<file path="src/rtl/page_stream_prefetch_buffer_core_defines.svh">
// ----------------------------------------------------------------------------
// Assertion macros for the page stream prefetch buffer
// Concurrent checks clocked on clock and held off while reset is high.
// ----------------------------------------------------------------------------
`ifndef PAGE_STREAM_PREFETCH_BUFFER_CORE_DEFINES_SVH
`define PAGE_STREAM_PREFETCH_BUFFER_CORE_DEFINES_SVH

`ifndef NO_ASSERTIONS

// A property that must hold at every clock edge outside reset.
`define PSB_ASSERT(lbl, prop, msg) \
   lbl: assert property (@(posedge clock) disable iff (reset) (prop)) else $error(msg);

// An implication checked in the same cycle.
`define PSB_ASSERT_IMP(lbl, ante, cons, msg) \
   lbl: assert property (@(posedge clock) disable iff (reset) (ante) |-> (cons)) \
      else $error(msg);

// An implication whose consequent is checked in the cycle after the antecedent.
`define PSB_ASSERT_NEXT(lbl, ante, cons, msg) \
   lbl: assert property (@(posedge clock) disable iff (reset) (ante) |=> (cons)) \
      else $error(msg);

`else

`define PSB_ASSERT(lbl, prop, msg)
`define PSB_ASSERT_IMP(lbl, ante, cons, msg)
`define PSB_ASSERT_NEXT(lbl, ante, cons, msg)

`endif

`endif

</file>
<file path="src/rtl/psb_pkg.sv">
// ----------------------------------------------------------------------------
// psb_pkg
// Shared widths, microcode word layout and codes of the prefetch buffer.
// ----------------------------------------------------------------------------
package psb_pkg;

   localparam int PAGE_W           = 52;
   localparam int ADDR_W           = 64;
   localparam int REQ_TDATA_W      = 56;
   localparam int CFG_W            = 5;
   localparam int OFFSET_W         = 7;
   localparam int CAND_W           = 6;
   localparam int OFFSETS_PER_PAGE = 64;
   localparam int MAX_DEGREE       = 16;
   localparam int CSR_ADDR_W       = 3;
   localparam int CSR_DATA_W       = 32;

   // Register indexes, taken from byte address bit 2.
   localparam logic REG_BUFFER_LIMIT = 1'b0;
   localparam logic REG_DEGREE       = 1'b1;

   localparam logic [CFG_W-1:0] BUFFER_LIMIT_RESET = 5'd16;
   localparam logic [CFG_W-1:0] DEGREE_RESET       = 5'd4;

   // Sequencer step addresses.
   localparam int STEP_W = 3;
   localparam logic [STEP_W-1:0] STEP_IDLE       = 3'd0;
   localparam logic [STEP_W-1:0] STEP_SCAN_ISSUE = 3'd1;
   localparam logic [STEP_W-1:0] STEP_SCAN_CMP   = 3'd2;
   localparam logic [STEP_W-1:0] STEP_ALLOC      = 3'd3;
   localparam logic [STEP_W-1:0] STEP_SETUP      = 3'd4;
   localparam logic [STEP_W-1:0] STEP_EMIT       = 3'd5;

   // Jump conditions.
   localparam int COND_W = 3;
   localparam logic [COND_W-1:0] COND_ALWAYS    = 3'd0;
   localparam logic [COND_W-1:0] COND_ACCEPT    = 3'd1;
   localparam logic [COND_W-1:0] COND_SCAN_END  = 3'd2;
   localparam logic [COND_W-1:0] COND_TAG_HIT   = 3'd3;
   localparam logic [COND_W-1:0] COND_NO_EMIT   = 3'd4;
   localparam logic [COND_W-1:0] COND_EMIT_DONE = 3'd5;

   typedef struct packed {
      logic in_ready;
      logic scan_rd;
      logic scan_cmp;
      logic alloc;
      logic setup;
      logic emit;
   } psb_ctl_type;

   typedef struct packed {
      logic accept;
      logic scan_end;
      logic tag_hit;
      logic no_emit;
      logic emit_done;
   } psb_flags_type;

   typedef struct packed {
      psb_ctl_type             ctl;
      logic [COND_W-1:0]       cond;
      logic [STEP_W-1:0]       jump;
      logic [STEP_W-1:0]       next;
   } psb_uword_type;

endpackage

</file>
<file path="src/rtl/psb_csr.sv">
// ----------------------------------------------------------------------------
// psb_csr
// Configuration registers behind the APB-style port.
// ----------------------------------------------------------------------------
module psb_csr
   import psb_pkg::*;
(
   input  logic                  clock,
   input  logic                  reset,
   input  logic                  csr_psel,
   input  logic                  csr_penable,
   input  logic                  csr_pwrite,
   input  logic [CSR_ADDR_W-1:0] csr_paddr,
   input  logic [CSR_DATA_W-1:0] csr_pwdata,
   output logic [CSR_DATA_W-1:0] csr_prdata,
   output logic                  csr_pready,
   output logic [CFG_W-1:0]      buffer_limit,
   output logic [CFG_W-1:0]      degree
);

   logic [CFG_W-1:0] buffer_limit_ff, buffer_limit_in;
   logic [CFG_W-1:0] degree_ff, degree_in;
   logic             wr_fire;
   logic             reg_sel;

   assign csr_pready = 1'b1;
   assign wr_fire    = csr_psel && csr_penable && csr_pwrite && csr_pready;
   assign reg_sel    = csr_paddr[2];

   always_comb begin
      buffer_limit_in = buffer_limit_ff;
      degree_in       = degree_ff;
      if (wr_fire) begin
         unique case (reg_sel)
            REG_BUFFER_LIMIT: buffer_limit_in = csr_pwdata[CFG_W-1:0];
            REG_DEGREE:       degree_in       = csr_pwdata[CFG_W-1:0];
            default:          buffer_limit_in = buffer_limit_ff;
         endcase
      end
   end

   always_comb begin
      unique case (reg_sel)
         REG_BUFFER_LIMIT: csr_prdata = CSR_DATA_W'(buffer_limit_ff);
         REG_DEGREE:       csr_prdata = CSR_DATA_W'(degree_ff);
         default:          csr_prdata = '0;
      endcase
   end

   always_ff @(posedge clock) begin
      if (reset) begin
         buffer_limit_ff <= BUFFER_LIMIT_RESET;
         degree_ff       <= DEGREE_RESET;
      end else begin
         buffer_limit_ff <= buffer_limit_in;
         degree_ff       <= degree_in;
      end
   end

   assign buffer_limit = buffer_limit_ff;
   assign degree       = degree_ff;

endmodule

</file>
<file path="src/rtl/psb_entry_ram.sv">
// ----------------------------------------------------------------------------
// psb_entry_ram
// Page tag and next offset store: one write port, one registered read port.
// ----------------------------------------------------------------------------
module psb_entry_ram #(
   parameter int DEPTH  = 16,
   parameter int IDX_W  = 4,
   parameter int DATA_W = 59
) (
   input  logic              clock,
   input  logic              wr_en,
   input  logic [IDX_W-1:0]  wr_addr,
   input  logic [DATA_W-1:0] wr_data,
   input  logic              rd_en,
   input  logic [IDX_W-1:0]  rd_addr,
   output logic [DATA_W-1:0] rd_data
);

   logic [DATA_W-1:0] mem [DEPTH];
   logic [DATA_W-1:0] rd_data_ff;

   always_ff @(posedge clock) begin
      if (wr_en) begin
         mem[wr_addr] <= wr_data;
      end
   end

   always_ff @(posedge clock) begin
      if (rd_en) begin
         rd_data_ff <= mem[rd_addr];
      end
   end

   assign rd_data = rd_data_ff;

endmodule

</file>
<file path="src/rtl/psb_sequencer.sv">
// ----------------------------------------------------------------------------
// psb_sequencer
// Microcode store and step counter; each step issues one control word.
// ----------------------------------------------------------------------------
module psb_sequencer
   import psb_pkg::*;
(
   input  logic          clock,
   input  logic          reset,
   input  psb_flags_type flags,
   output psb_ctl_type   ctl
);

   logic [STEP_W-1:0] step_ff, step_in;
   psb_uword_type     uword;
   logic              take_jump;

   function automatic psb_uword_type ucode(input logic [STEP_W-1:0] step);
      psb_uword_type uw;
      uw = '0;
      unique case (step)
         STEP_IDLE: begin
            uw.ctl.in_ready = 1'b1;
            uw.cond = COND_ACCEPT;
            uw.jump = STEP_SCAN_ISSUE;
            uw.next = STEP_IDLE;
         end
         STEP_SCAN_ISSUE: begin
            uw.ctl.scan_rd = 1'b1;
            uw.cond = COND_SCAN_END;
            uw.jump = STEP_ALLOC;
            uw.next = STEP_SCAN_CMP;
         end
         STEP_SCAN_CMP: begin
            uw.ctl.scan_cmp = 1'b1;
            uw.cond = COND_TAG_HIT;
            uw.jump = STEP_SETUP;
            uw.next = STEP_SCAN_ISSUE;
         end
         STEP_ALLOC: begin
            uw.ctl.alloc = 1'b1;
            uw.cond = COND_ALWAYS;
            uw.jump = STEP_SETUP;
            uw.next = STEP_SETUP;
         end
         STEP_SETUP: begin
            uw.ctl.setup = 1'b1;
            uw.cond = COND_NO_EMIT;
            uw.jump = STEP_IDLE;
            uw.next = STEP_EMIT;
         end
         STEP_EMIT: begin
            uw.ctl.emit = 1'b1;
            uw.cond = COND_EMIT_DONE;
            uw.jump = STEP_IDLE;
            uw.next = STEP_EMIT;
         end
         default: begin
            uw.cond = COND_ALWAYS;
            uw.jump = STEP_IDLE;
            uw.next = STEP_IDLE;
         end
      endcase
      return uw;
   endfunction

   assign uword = ucode(step_ff);
   assign ctl   = uword.ctl;

   always_comb begin
      case (uword.cond)
         COND_ALWAYS:    take_jump = 1'b1;
         COND_ACCEPT:    take_jump = flags.accept;
         COND_SCAN_END:  take_jump = flags.scan_end;
         COND_TAG_HIT:   take_jump = flags.tag_hit;
         COND_NO_EMIT:   take_jump = flags.no_emit;
         COND_EMIT_DONE: take_jump = flags.emit_done;
         default:        take_jump = 1'b1;
      endcase
   end

   assign step_in = take_jump ? uword.jump : uword.next;

   always_ff @(posedge clock) begin
      if (reset) begin
         step_ff <= STEP_IDLE;
      end else begin
         step_ff <= step_in;
      end
   end

endmodule

</file>
<file path="src/rtl/page_stream_prefetch_buffer_core.sv">
// ----------------------------------------------------------------------------
// page_stream_prefetch_buffer_core
// Next-line stream prefetcher that tracks pages in a FIFO buffer.
// ----------------------------------------------------------------------------
// Each request transaction carries a page number. The page is looked up in a
// FIFO buffer of recently seen pages, oldest first, one entry at a time
// through the entry RAM's single registered read port (an issue step and a
// compare step per entry). On a miss the page is appended with a next offset
// of zero, evicting the oldest page when the buffer already holds the clamped
// buffer_limit pages. From the stored offset the block then emits up to degree
// consecutive block addresses of the page, one response transaction per cycle
// while the sink is ready, with tlast on the final one; the last offset is
// stored back at setup, before the run. No request is accepted until the
// previous trigger is through; the tag search reads the entries up to the hit,
// or every live entry on a miss. A trigger that emits nothing produces no
// response transaction at all. The final response may still wait in the
// output register while the next request is accepted. Configuration is to be
// written through the APB-style port only while the block is idle, which the
// block does not enforce; no clearing pass runs after reset.
// ----------------------------------------------------------------------------
`include "page_stream_prefetch_buffer_core_defines.svh"

module page_stream_prefetch_buffer_core
   import psb_pkg::*;
#(
   parameter int BUFFER_ENTRIES = 16,
   parameter int PAGE_SHIFT     = 12,
   parameter int BLOCK_SHIFT    = 6
) (
   input  logic                   clock,
   input  logic                   reset,
   // Request stream: tdata = page_number[51:0], zero padding[55:52].
   input  logic                   req_tvalid,
   output logic                   req_tready,
   input  logic [REQ_TDATA_W-1:0] req_tdata,
   // Response stream: tdata = prefetch_address[63:0]; tlast = last_of_run.
   output logic                   rsp_tvalid,
   input  logic                   rsp_tready,
   output logic [ADDR_W-1:0]      rsp_tdata,
   output logic                   rsp_tlast,
   // Configuration port.
   input  logic                   csr_psel,
   input  logic                   csr_penable,
   input  logic                   csr_pwrite,
   input  logic [CSR_ADDR_W-1:0]  csr_paddr,
   input  logic [CSR_DATA_W-1:0]  csr_pwdata,
   output logic [CSR_DATA_W-1:0]  csr_prdata,
   output logic                   csr_pready
);

   localparam int IDX_W   = (BUFFER_ENTRIES > 1) ? $clog2(BUFFER_ENTRIES) : 1;
   localparam int CNT_W   = $clog2(BUFFER_ENTRIES + 1);
   localparam int SUM_W   = IDX_W + 1;
   localparam int LIM_W   = (CNT_W > CFG_W) ? CNT_W : CFG_W;
   localparam int ENTRY_W = PAGE_W + OFFSET_W;

   // Ring index arithmetic: the operands never exceed the depth and their sum
   // stays below twice it, so one compare and subtract folds it back into range.
   function automatic logic [IDX_W-1:0] ring_add(input logic [SUM_W-1:0] a,
                                                 input logic [SUM_W-1:0] b);
      logic [SUM_W-1:0] sum;
      sum = a + b;
      if (sum >= SUM_W'(BUFFER_ENTRIES)) begin
         sum = sum - SUM_W'(BUFFER_ENTRIES);
      end
      return sum[IDX_W-1:0];
   endfunction

   // Configuration.
   logic [CFG_W-1:0] buffer_limit;
   logic [CFG_W-1:0] degree;

   psb_csr u_csr (
      .clock        (clock),
      .reset        (reset),
      .csr_psel     (csr_psel),
      .csr_penable  (csr_penable),
      .csr_pwrite   (csr_pwrite),
      .csr_paddr    (csr_paddr),
      .csr_pwdata   (csr_pwdata),
      .csr_prdata   (csr_prdata),
      .csr_pready   (csr_pready),
      .buffer_limit (buffer_limit),
      .degree       (degree)
   );

   // Sequencer.
   psb_ctl_type   ctl;
   psb_flags_type flags;

   psb_sequencer u_sequencer (
      .clock (clock),
      .reset (reset),
      .flags (flags),
      .ctl   (ctl)
   );

   // Datapath registers.
   logic [PAGE_W-1:0]   page_ff, page_in;
   logic [CNT_W-1:0]    pos_ff, pos_in;
   logic [IDX_W-1:0]    slot_ff, slot_in;
   logic [OFFSET_W-1:0] last_ff, last_in;
   logic [IDX_W-1:0]    head_ff, head_in;
   logic [CNT_W-1:0]    count_ff, count_in;
   logic [CAND_W-1:0]   cand_ff, cand_in;
   logic [CFG_W-1:0]    remain_ff, remain_in;
   logic                out_valid_ff, out_valid_in;
   logic [ADDR_W-1:0]   out_data_ff, out_data_in;
   logic                out_last_ff, out_last_in;

   // Entry RAM.
   logic                rd_en;
   logic [IDX_W-1:0]    scan_slot;
   logic [ENTRY_W-1:0]  rd_data;
   logic [PAGE_W-1:0]   rd_tag;
   logic [OFFSET_W-1:0] rd_off;
   logic                wr_en;
   logic [ENTRY_W-1:0]  wr_data;

   // Combinational helpers.
   logic                req_accept;
   logic                emit_fire;
   logic [LIM_W-1:0]    limit_eff;
   logic [CFG_W-1:0]    degree_eff;
   logic [OFFSET_W-1:0] degree_ext;
   logic [OFFSET_W-1:0] room;
   logic [OFFSET_W-1:0] run_len;
   logic [OFFSET_W-1:0] end_sum;
   logic [OFFSET_W-1:0] store_off;
   logic [ADDR_W-1:0]   next_addr;

   assign req_tready = ctl.in_ready;
   assign req_accept = req_tvalid && req_tready;
   assign emit_fire  = ctl.emit && (!out_valid_ff || rsp_tready);

   // A limit of zero acts as one; a limit beyond the RAM depth acts as the
   // depth.
   always_comb begin
      if (buffer_limit == '0) begin
         limit_eff = LIM_W'(1);
      end else if (LIM_W'(buffer_limit) > LIM_W'(BUFFER_ENTRIES)) begin
         limit_eff = LIM_W'(BUFFER_ENTRIES);
      end else begin
         limit_eff = LIM_W'(buffer_limit);
      end
   end

   assign degree_eff = (degree > CFG_W'(MAX_DEGREE)) ? CFG_W'(MAX_DEGREE) : degree;
   assign degree_ext = OFFSET_W'(degree_eff);

   // Offsets run from the stored one plus one up to the last offset of the
   // page. The stored value becomes the last offset emitted, or the page end
   // once the run hits it, and a zero degree stores zero.
   assign room    = (last_ff >= OFFSET_W'(OFFSETS_PER_PAGE - 1)) ? '0 :
                    OFFSET_W'(OFFSETS_PER_PAGE - 1) - last_ff;
   assign run_len = (degree_ext < room) ? degree_ext : room;
   assign end_sum = last_ff + degree_ext;

   always_comb begin
      if (degree_eff == '0) begin
         store_off = '0;
      end else if (end_sum > OFFSET_W'(OFFSETS_PER_PAGE)) begin
         store_off = OFFSET_W'(OFFSETS_PER_PAGE);
      end else begin
         store_off = end_sum;
      end
   end

   assign next_addr = (ADDR_W'(page_ff) << PAGE_SHIFT) + (ADDR_W'(cand_ff) << BLOCK_SHIFT);

   assign scan_slot = ring_add(SUM_W'(head_ff), SUM_W'(pos_ff));
   assign rd_en     = ctl.scan_rd;
   assign rd_tag    = rd_data[ENTRY_W-1:OFFSET_W];
   assign rd_off    = rd_data[OFFSET_W-1:0];

   // The whole entry is rewritten at setup, for hits and for new pages alike.
   assign wr_en   = ctl.setup;
   assign wr_data = {page_ff, store_off};

   psb_entry_ram #(
      .DEPTH  (BUFFER_ENTRIES),
      .IDX_W  (IDX_W),
      .DATA_W (ENTRY_W)
   ) u_entry_ram (
      .clock   (clock),
      .wr_en   (wr_en),
      .wr_addr (slot_ff),
      .wr_data (wr_data),
      .rd_en   (rd_en),
      .rd_addr (scan_slot),
      .rd_data (rd_data)
   );

   // Condition flags back to the sequencer.
   assign flags.accept    = req_accept;
   assign flags.scan_end  = (pos_ff == count_ff);
   assign flags.tag_hit   = (rd_tag == page_ff);
   assign flags.no_emit   = (run_len == '0);
   assign flags.emit_done = emit_fire && (remain_ff == CFG_W'(1));

   always_comb begin
      page_in      = page_ff;
      pos_in       = pos_ff;
      slot_in      = slot_ff;
      last_in      = last_ff;
      head_in      = head_ff;
      count_in     = count_ff;
      cand_in      = cand_ff;
      remain_in    = remain_ff;
      out_valid_in = out_valid_ff;
      out_data_in  = out_data_ff;
      out_last_in  = out_last_ff;

      if (req_accept) begin
         page_in = req_tdata[PAGE_W-1:0];
         pos_in  = '0;
      end

      // The slot being read is kept so that a hit knows where to write back.
      if (ctl.scan_rd) begin
         slot_in = scan_slot;
      end

      if (ctl.scan_cmp) begin
         if (flags.tag_hit) begin
            last_in = rd_off;
         end else begin
            pos_in = pos_ff + CNT_W'(1);
         end
      end

      // A new page takes the oldest slot when the buffer is at its limit,
      // otherwise the slot after the newest one.
      if (ctl.alloc) begin
         last_in = '0;
         if (LIM_W'(count_ff) >= limit_eff) begin
            slot_in = head_ff;
            head_in = ring_add(SUM_W'(head_ff), SUM_W'(1));
         end else begin
            slot_in  = ring_add(SUM_W'(head_ff), SUM_W'(count_ff));
            count_in = count_ff + CNT_W'(1);
         end
      end

      if (ctl.setup) begin
         cand_in   = last_ff[CAND_W-1:0] + CAND_W'(1);
         remain_in = CFG_W'(run_len);
      end

      if (emit_fire) begin
         out_valid_in = 1'b1;
         out_data_in  = next_addr;
         out_last_in  = (remain_ff == CFG_W'(1));
         cand_in      = cand_ff + CAND_W'(1);
         remain_in    = remain_ff - CFG_W'(1);
      end else if (out_valid_ff && rsp_tready) begin
         out_valid_in = 1'b0;
      end
   end

   always_ff @(posedge clock) begin
      if (reset) begin
         head_ff      <= '0;
         count_ff     <= '0;
         out_valid_ff <= 1'b0;
      end else begin
         head_ff      <= head_in;
         count_ff     <= count_in;
         out_valid_ff <= out_valid_in;
      end
   end

   always_ff @(posedge clock) begin
      page_ff     <= page_in;
      pos_ff      <= pos_in;
      slot_ff     <= slot_in;
      last_ff     <= last_in;
      cand_ff     <= cand_in;
      remain_ff   <= remain_in;
      out_data_ff <= out_data_in;
      out_last_ff <= out_last_in;
   end

   assign rsp_tvalid = out_valid_ff;
   assign rsp_tdata  = out_data_ff;
   assign rsp_tlast  = out_last_ff;

   `PSB_ASSERT(a_count_in_range, count_ff <= CNT_W'(BUFFER_ENTRIES), "entry count beyond depth")
   `PSB_ASSERT_IMP(a_emit_has_work, ctl.emit, remain_ff != '0, "emit step with nothing left")
   `PSB_ASSERT_IMP(a_slot_in_range, ctl.setup, SUM_W'(slot_ff) < SUM_W'(BUFFER_ENTRIES), "slot index out of ring")
   `PSB_ASSERT_NEXT(a_one_at_a_time, req_accept, !req_tready, "request taken while busy")

endmodule
</file>
<file path="config.mk">
export PLATFORM = sky130hd
export DESIGN_NAME = page_stream_prefetch_buffer_core
export DESIGN_NICKNAME = d
export VERILOG_FILES = /design/src/rtl/psb_pkg.sv /design/src/rtl/psb_csr.sv /design/src/rtl/psb_entry_ram.sv /design/src/rtl/psb_sequencer.sv /design/src/rtl/page_stream_prefetch_buffer_core.sv
export VERILOG_INCLUDE_DIRS = /design/src /design/src/rtl
export SDC_FILE = /design/constraint.sdc
export NUM_CORES = 1
export LEC_CHECK = 0
export BUFFER_PORTS_ARGS = -buffer_cell sky130_fd_sc_hd__buf_4
export CORE_ASPECT_RATIO = 0.75
export CORE_UTILIZATION = 55
export CTS_CLUSTER_DIAMETER = 80
export DETAILED_ROUTE_END_ITERATION = 10
export PLACE_DENSITY_LB_ADDON = 0.2
export SKIP_CTS_REPAIR_TIMING = 1
export SLEW_MARGIN = 10
export SYNTH_ARGS = -nofsm -noshare
export SYNTH_HDL_FRONTEND = slang
export SYNTH_HIERARCHICAL = 1
export SYNTH_SLANG_ARGS = --single-unit
</file>
<file path="constraint.sdc">
create_clock -name clock -period 6.5 [get_ports clock]
set_input_delay 1.95 -clock clock [delete_from_list [all_inputs] [get_ports clock]]
set_output_delay 1.95 -clock clock [all_outputs]
set_load 0.005 [all_outputs]
</file>
After elaboration in Yosys (flattened, before gate mapping)
Memories as Yosys holds them, arrays and structs flattened. A register that Yosys moved wholly into a read port is not among the register bits.
Index checks and enable logic that the tools add are counted.
{ "totals": {"register_bits": 167, "ram_bits": 944, "in_bits": 98, "wordCells": 107, "n_memories": 1} }
{ "classes": {"add_sub_neg": 14, "n_lt_le_gt_ge": 9, "n_eq_ne": 13, "muxes": 34, "n_bitwise": 2, "n_reduce_logical": 20} }
{ "mem_list": {"columns": ["memory", "words", "word_bits", "read_ports", "rd_clocked_by_memory_dff", "wr", "line_no", "text"], "rows": [
  ["u_entry_ram.mem", 16, 59, 1, 1, 1, "psb_entry_ram.sv:19", "logic [DATA_W-1:0] mem [DEPTH];"]
]} }
{ "op_table": {"columns": ["operator", "n"], "rows": [
  ["$add 64x12->64", 1],
  ["$pmux 32 s2", 1],
  ["$pmux 9 s6", 1],
  ["$eq 52x52->1", 1],
  ["$mux 5", 8],
  ["$mux 7", 4],
  ["$mux 4", 6],
  ["$ge 5x5->1 const B", 3],
  ["$add 6x1->6 const B", 2],
  ["$eq 3x2->1 const B", 4],
  ["$eq 3x3->1 const B", 4],
  ["$mux 6", 2],
  ["$sub 4x1->4 const B", 3],
  ["$add 4x5->5", 2],
  ["$add 5x1->5 const B", 2],
  ["$gt 5x5->1 const B", 2],
  ["$logic_not 5->1", 2],
  ["$mux 1", 10],
  ["$reduce_and 2->1", 5],
  ["$add 7x5->7", 1],
  ["$ge 7x6->1 const B", 1],
  ["$gt 7x7->1 const B", 1],
  ["$logic_not 7->1", 1],
  ["$lt 5x7->1", 1],
  ["15 further kinds", 24]
]} }

Logic depth before layout (Yosys ltp)
Gate-level depths: netlist (run 1).
{ "depth": {"depth_word": 7, "ltp_mapped": 12, "mapped_depth_nobuf": 12} }

By module
The synthesis (run 1) kept the hierarchy.
{ "modules_own_cells": {"columns": ["mod", "instances", "cells_per_inst", "area_each_um2", "seq_area_each_um2"], "rows": [
  ["psb_entry_ram", 1, 1522, 37045.5, 30118.9],
  ["page_stream_prefetch_buffer_core", 1, 483, 6613.8, 4224.1],
  ["psb_csr", 1, 79, 737.0, 200.2],
  ["psb_sequencer", 1, 22, 195.2, 60.1]
]} }

Least setup slack after synthesis (run 1)
No wires, ideal clock.
{ "synth_timing": {"path_type": "reg2reg", "from": "reg u_sequencer.step_ff[1]", "to": "mem u_entry_ram.mem[0][0], enable pin", "arrival_time_ns": 5.332, "required_ns": 5.952, "setup_slack_ns": 0.620, "path_stages_with_launch": 5, "path_buffers": 1, "path_cell_list": "dfxtp_1 > clkbuf_1 > nor3_1 > or3b_2 > nor3_1"} }
{ "synth_lines": {"columns": ["element", "line_no", "text"], "rows": [
  ["start, declared", "psb_sequencer.sv:14", "logic [STEP_W-1:0] step_ff, step_in;"],
  ["start signal, assigned", "psb_sequencer.sv:88", "step_ff <= step_in;"],
  ["end, declared", "psb_entry_ram.sv:19", null]
]} }

Worst setup path after layout (run 1)
{ "layout_timing": {"from": "in csr_paddr[2]", "to": "out csr_prdata[3]"} }
{ "layout_between": {"elab_chain_cells": 2} }
{ "layout_lines": {"columns": ["element", "line_no", "text"], "rows": [
  ["start, declared", "page_stream_prefetch_buffer_core.sv:45", "input logic [CSR_ADDR_W-1:0] csr_paddr,"],
  ["$not 1->1", "psb_csr.sv:43", "unique case (reg_sel)"],
  ["$pmux 32 s2 (*)", "psb_csr.sv:43", null],
  ["end, declared", "page_stream_prefetch_buffer_core.sv:47", "output logic [CSR_DATA_W-1:0] csr_prdata,"]
]} }
Every way passes the cells marked *; elsewhere a longest branch is shown, timed or not. The select of a mux whose other input is x is not followed.

==> results.txt, run 1 <==
Status - complete, no violations
Pre-CTS WS - 1980 ps
CP Class - in -> out
Die area - 82200 um2
RR Startpoint - pos_ff[0]
Startpoint types - input pin
Setup violations, final - 0
CP arrival - 2570 ps
Area added between synthesis and finish - 12.7%
Ys flop type - edfxtp_1
Fmax - 221 MHz
H-tree Lvls - 3
Worst Hold Class - reg -> reg
Core ar. - 80300 um2
Asr flop ratio synth - 0%
GRT Residual Overflow - 0
CP startpoint - csr_paddr[2]
Crit-path max FO - 8
Most frequent cells in the layout - 1129 x edfxtp_1, 236 x mux4_2, 169 x buf_4, 118 x a22oi_1, 111 x clkbuf_16
Register bit total from synthesis - 1164
Buffers on Ports - 130
CP endpoint kind - output port
Remaining DRCs - 0
Pin count of the biggest net entering global routing - 126
Dpl cells - 3242
First-pass GRT wire length - 140000 um
Ys Warns - 6
Pwr/cell area - 350 nW/um2
Layout cells sized above 1 - 25.7%
Initial core utilization - 55.5%
Die Y-Extent - 249 um
Detailed placement HPWL - 46900 um
RSZ-0062 raised after global routing - false
Final Max Tran Viols - 0
Worst skew pair latency - 680 ps
Hold Crit Start - cand_ff[0]
Commonest non-fill, non-tap cell in the layout - edfxtp_1
Final setup margin - 1980 ps
Chip width - 331 um
Post-Syn Area per Cell - 21.2 um2
Max_cap viols - 0
Row cnt - 90
Routed length per instance - 27.4 um
Post-synth EDFFs - 1129
Clk slew on worst S/H paths - 60 ps
Final setup TNS - 0 ps
Final hold violations - 0
Internal power - 13.3 mW
Slew HR - 28.5%
Clock Sinks - 1164
GP Congestion - 0.775
Syn Std Cell Area - 44600 um2
Post-DRT Antenna Nets - 0
CTS tree - built
Least-Margin Pin Slew - 1070 ps
Worst Clk Skew - 37.1 ps
Antenna diodes - 0
Peak VDD IR - 290 uV
Final Net Count - 2420
Fin cells - 3442
Number of fill cells - 5388
Synth unique cells - 54
Multi-input gate area - 9450 um2
Total Routing Usage GR - 23.4%
CTS max path bufs - 3
Vias - 21.1k
Min Tclk post-route - 4520 ps
Reg area - 34600 um2
Gate power share - 12.3%
Post-synthesis instance total - 2106
IO Count - 198
Clock network fraction of total power - 34.6%
Sequential power share - 53.2%
Switching Fraction - 24.4%
DRT iter0 DRCs - 2306
Total Wirelength - 94200 um
DR pass1 iterations - 5
Sequential share of the synthesized area - 77.6%
Switching power - 4.29 mW
Final period utilization - 69.5%
Via density - 6.14
TritonCTS Buffers - 107
Vias in the first global route - 21.3k
Pleak - 16.0 nW
Initial antenna violation count - 0
Clock root cell - clkbuf_16
Required time of the critical path - 4550 ps
[cells by family (layout without fill, tap and decap cells)]
family          count (synthesis)  in the layout  synth area share, %
compound gates                177            177                 2.87
flops                        1164           1164                 77.6
xor+xnor                       82             82                 1.61
simple gates                  229            229                 2.50
buf+inv                       152            399                 1.82
other cells                     3             34               0.0253
fa+ha+maj                      29             29                0.864
mux                           270            270                 12.7
[cell type report]
class                   count  share of cell area, %
flip-flops and latches   1164                   68.8
multi-input cells         821                   18.8
clock buffers             136                   5.75
repair buffers            175                   2.76
well taps                1058                   2.63
clock inverters            64                   1.01
inverters                  24                  0.202
[flip-flops by register name (all words and copies together), names as in the netlist, 3 cells and up]
register             flops
u_csr/degree             5
head_ff                  4
u_sequencer/step_ff      3
remain_ff                5
u_entry_ram/mem        944
rsp_tdata               58
cand_ff                  6
last_ff                  7
count_ff                 5
u_entry_ram/rd_data     59
page_ff                 52
u_csr/buffer_limit       5
slot_ff                  4
pos_ff                   5
[cell usage after synthesis, types with 2 or more instances]
master	count	area share, %
a211oi_1	5	0.084
a21boi_0	2	0.034
a21o_1	6	0.10
a21oi_1	13	0.15
a22oi_1	118	2.0
and3_1	2	0.028
buf_2	30	0.34
buf_4	36	0.61
buf_6	9	0.23
clkbuf_1	52	0.44
conb_1	3	0.025
dfxtp_1	35	1.6
edfxtp_1	1129	76
fa_1	3	0.13
ha_1	26	0.73
inv_1	24	0.20
mux2_2	7	0.18
mux2i_1	26	0.58
mux4_2	236	12
nand2_1	82	0.69
nand2b_1	22	0.31
nand3_1	14	0.16
nand3b_1	2	0.034
nand4_1	5	0.070
nor2_1	45	0.38
nor2b_1	8	0.11
nor3_1	12	0.13
nor3b_1	5	0.084
nor4_1	13	0.18
o211ai_1	7	0.12
o21a_1	3	0.051
o21ai_0	15	0.17
o221ai_1	2	0.039
or2_2	5	0.070
or3_1	5	0.070
xnor2_1	20	0.39
xor2_1	62	1.2
[per-layer routing]
layer,part of all wire [%],GRT usage [%],routed length (um),vias up
met5,0,0,0,-
met4,1.8,5.21,1740,0
met3,7.4,4.20,6930,130
met2,46,35.0,43700,814
met1,44,36.4,41800,11200
li1,-,-,-,8967
[final timing paths]
kind	endpoint	cells after the start	slack (ps)
setup / recovery	csr_prdata[3]	3	1980
hold / removal	rsp_tdata[6]	0	450
setup reg to reg	u_entry_ram/rd_data[6]	8	2750
hold reg to reg	rsp_tdata[6]	0	450
[worst max-delay path: stages]
cell,delay (ps)
buf_4,130
mux2_2,350
buf_4,140
[power by group through the flow]
stage	Clock, mW	Combinational (mW)	Sequential [mW]
floorplan	0	1.61	9.34
global placement	0	2.17	9.47
detailed placement	0	2.19	9.51
CTS	6.18	2.21	9.36
global route	6.47	2.32	9.42
finish	6.08	2.16	9.35
[through the flow]
step	hold WS (ps)	instance area (um2)	total power, mW	util [%]
2_1_floorplan	426	44700	11.0	-
3_3_place_gp	451	46900	11.6	58.4
3_5_place_dp	439	46900	11.7	58.4
4_1_cts	454	50300	17.7	62.6
5_1_grt	463	50300	18.2	62.6
6_report	451	50300	17.6	62.6
No activity file was read; power rests on OpenSTA's default activity.
==> run 2: changes to the inputs <==
==> constraint.sdc (replaced) <==
create_clock -name clock -period 3.75 [get_ports clock]
set_input_delay 1.125 -clock clock [delete_from_list [all_inputs] [get_ports clock]]
set_output_delay 1.125 -clock clock [all_outputs]
set_load 0.005 [all_outputs]
==> results.txt, run 2 (synthesis gave the netlist of run 1 again) <==
Commonest non-fill, non-tap cell in the layout - edfxtp_1 (unchanged)
Pwr/cell area - 609 nW/um2 (was 350 nW/um2)
CP Class - reg -> reg (was in -> out)
DR pass1 iterations - 5 (unchanged)
Vias - 21.3k (was 21.1k)
Worst Clk Skew - 15.6 ps (was 37.1 ps)
TritonCTS Buffers - 108 (was 107)
Post-route cell area - 51200 um2 (was 50300 um2)
Least-Margin Pin Slew - 1110 ps (was 1070 ps)
Clk slew on worst S/H paths - 70 ps (was 60 ps)
CP arrival - 3640 ps (was 2570 ps)
Slew HR - 25.9% (was 28.5%)
CTS tree - built (unchanged)
Remaining DRCs - 0 (unchanged)
CP endpoint kind - flop (was output port)
Post-DRT Antenna Nets - 0 (unchanged)
Total Routing Usage GR - 23.8% (was 23.4%)
Final Max Tran Viols - 0 (unchanged)
Top reg by flops - u_entry_ram/mem (unchanged)
Overall power - 31.2 mW (was 17.6 mW)
Required time of the critical path - 4290 ps (was 4550 ps)
Row cnt - 90 (unchanged)
Buffers on Ports - 130 (unchanged)
GP Congestion - 0.790 (was 0.775)
GRT Residual Overflow - 0 (unchanged)
Status - complete, no violations (unchanged)
DRT iter0 DRCs - 2055 (was 2306)
Chip width - 331 um (unchanged)
First-pass GRT wire length - 142000 um (was 140000 um)
Final Net Count - 2470 (was 2420)
Worst Hold Class - reg -> reg (unchanged)
Final hold violations - 0 (unchanged)
Pin count of the biggest net entering global routing - 62 (was 126)
Clock root cell - clkbuf_16 (unchanged)
Detailed placement HPWL - 48700 um (was 46900 um)
Peak VDD IR - 530 uV (was 290 uV)
Critical path buffers and inverters - 2 (unchanged)
Number of fill cells - 5419 (was 5388)
Initial antenna violation count - 0 (unchanged)
Layout cells sized above 1 - 27.6% (was 25.7%)
CP max stage delay - 910 ps (was 350 ps)
Startpoint types - flop (was input pin)
Antenna diodes - 0 (unchanged)
IO Count - 198 (unchanged)
Most frequent cells in the layout - 1129 x edfxtp_1, 236 x mux4_2, 189 x buf_4, 118 x a22oi_1, 108 x clkbuf_16 (was 1129 x edfxtp_1, 236 x mux4_2, 169 x buf_4, 118 x a22oi_1, 111 x clkbuf_16)
Placed Area - 47600 um2 (was 46900 um2)
Core ar. - 80300 um2 (unchanged)
Pleak - 16.4 nW (was 16.0 nW)
Crit path max-delay family - simple AND/OR/NAND/NOR gates (was multiplexers)
Routed length per instance - 27.3 um (was 27.4 um)
Setup violations, final - 0 (unchanged)
RSZ-0062 raised after global routing - false (unchanged)
Total Wirelength - 95400 um (was 94200 um)
Crit path cell chain - ha_4 -> inv_1 -> fa_1 -> xnor2_1 -> nor2_4 -> buf_12 -> a22oi_1 -> nand2_1 (was buf_4 -> mux2_2 -> buf_4)
Via density - 6.09 (was 6.14)
Worst skew pair latency - 680 ps (about the same)
Slowest stage cell on the critical path - nor2_4 (was mux2_2)
H-tree Lvls - 3 (unchanged)
Fmax - 322 MHz
Min Tclk post-route - 3100 ps
Max_cap viols - 0 (unchanged)
Crit-path max FO - 36 (was 8)
Area added between synthesis and finish - 14.8% (was 12.7%)
Max reg flops - 944 (unchanged)
Vias in the first global route - 21.8k (was 21.3k)
CTS max path bufs - 3 (unchanged)
Clock Sinks - 1164 (unchanged)
Initial core utilization - 55.5% (unchanged)
Die Y-Extent - 249 um (unchanged)
Die area - 82200 um2 (unchanged)
Final period utilization - 82.8%
run 2: changes by cell type in the layout (fill, tap and decap cells not counted), moves of 4 or more:
cell | previous run | this run
buf_12 | 6 | 35
buf_4 | 169 | 189
bufinv_16 | 6 | 11
clkbuf_1 | 23 | 15
clkinv_8 | 1 | 5
nor3_2 | 4 | 0
nor3_4 | 0 | 4
run 2: layout make-up:
type	instances	area, um2	area share (%)
Clock buffer	128	2830	5.53
Clock inverter	73	733	1.43
Inverter	24	101	0.198
Multi-Input combinational cell	821	9470	18.5
Sequential cell	1164	34600	67.6
Tap cell	1058	1320	2.59
Timing Repair Buffer	224	2120	4.14
run 2: final timing paths:
path              startpoint                 endpoint  slack, ps  cells after the start
setup / recovery  head_ff[0]  u_entry_ram/rd_data[41]        650                      8
hold / removal    cand_ff[1]             rsp_tdata[7]        450                      0
setup reg to reg  head_ff[0]  u_entry_ram/rd_data[41]        650                      8
hold reg to reg   cand_ff[1]             rsp_tdata[7]        450                      0
run 2: per-layer routing:
layer	vias to the layer above	GRT usage, %	wire, um
met2	744	38.3	47400
met3	125	3.99	6330
met5	-	0	0
met4	0	5.46	1870
li1	9083	-	-
met1	11300	34.5	39800
run 2: report_power, final:
part | switching (mW) | total (mW) | internal [mW]
combinational | 2.29 | 4.23 | 1.94
sequential | 0.583 | 16.0 | 15.4
clock | 4.76 | 10.9 | 6.18
run 2: worst register-to-register path, cell delays in order (launching register included):
cell and delay (ps):
dfxtp_1 500, ha_4 180, inv_1 40, fa_1 370
xnor2_1 270, nor2_4 910, buf_12 390, a22oi_1 190
nand2_1 110
run 2: through the flow:
step                worst slack, ps  utilization (%)  hold slack (ps)  setup TNS (ps)  cells
global placement                725             59.3              444               0   3291
detailed placement              682             59.3              435               0   3291
floorplan                      -531                -              426         -113140   2137
finish                          647             63.7              449               0   3492
global route                    516             63.7              455               0   3492
CTS                             658             63.7              452               0   3492
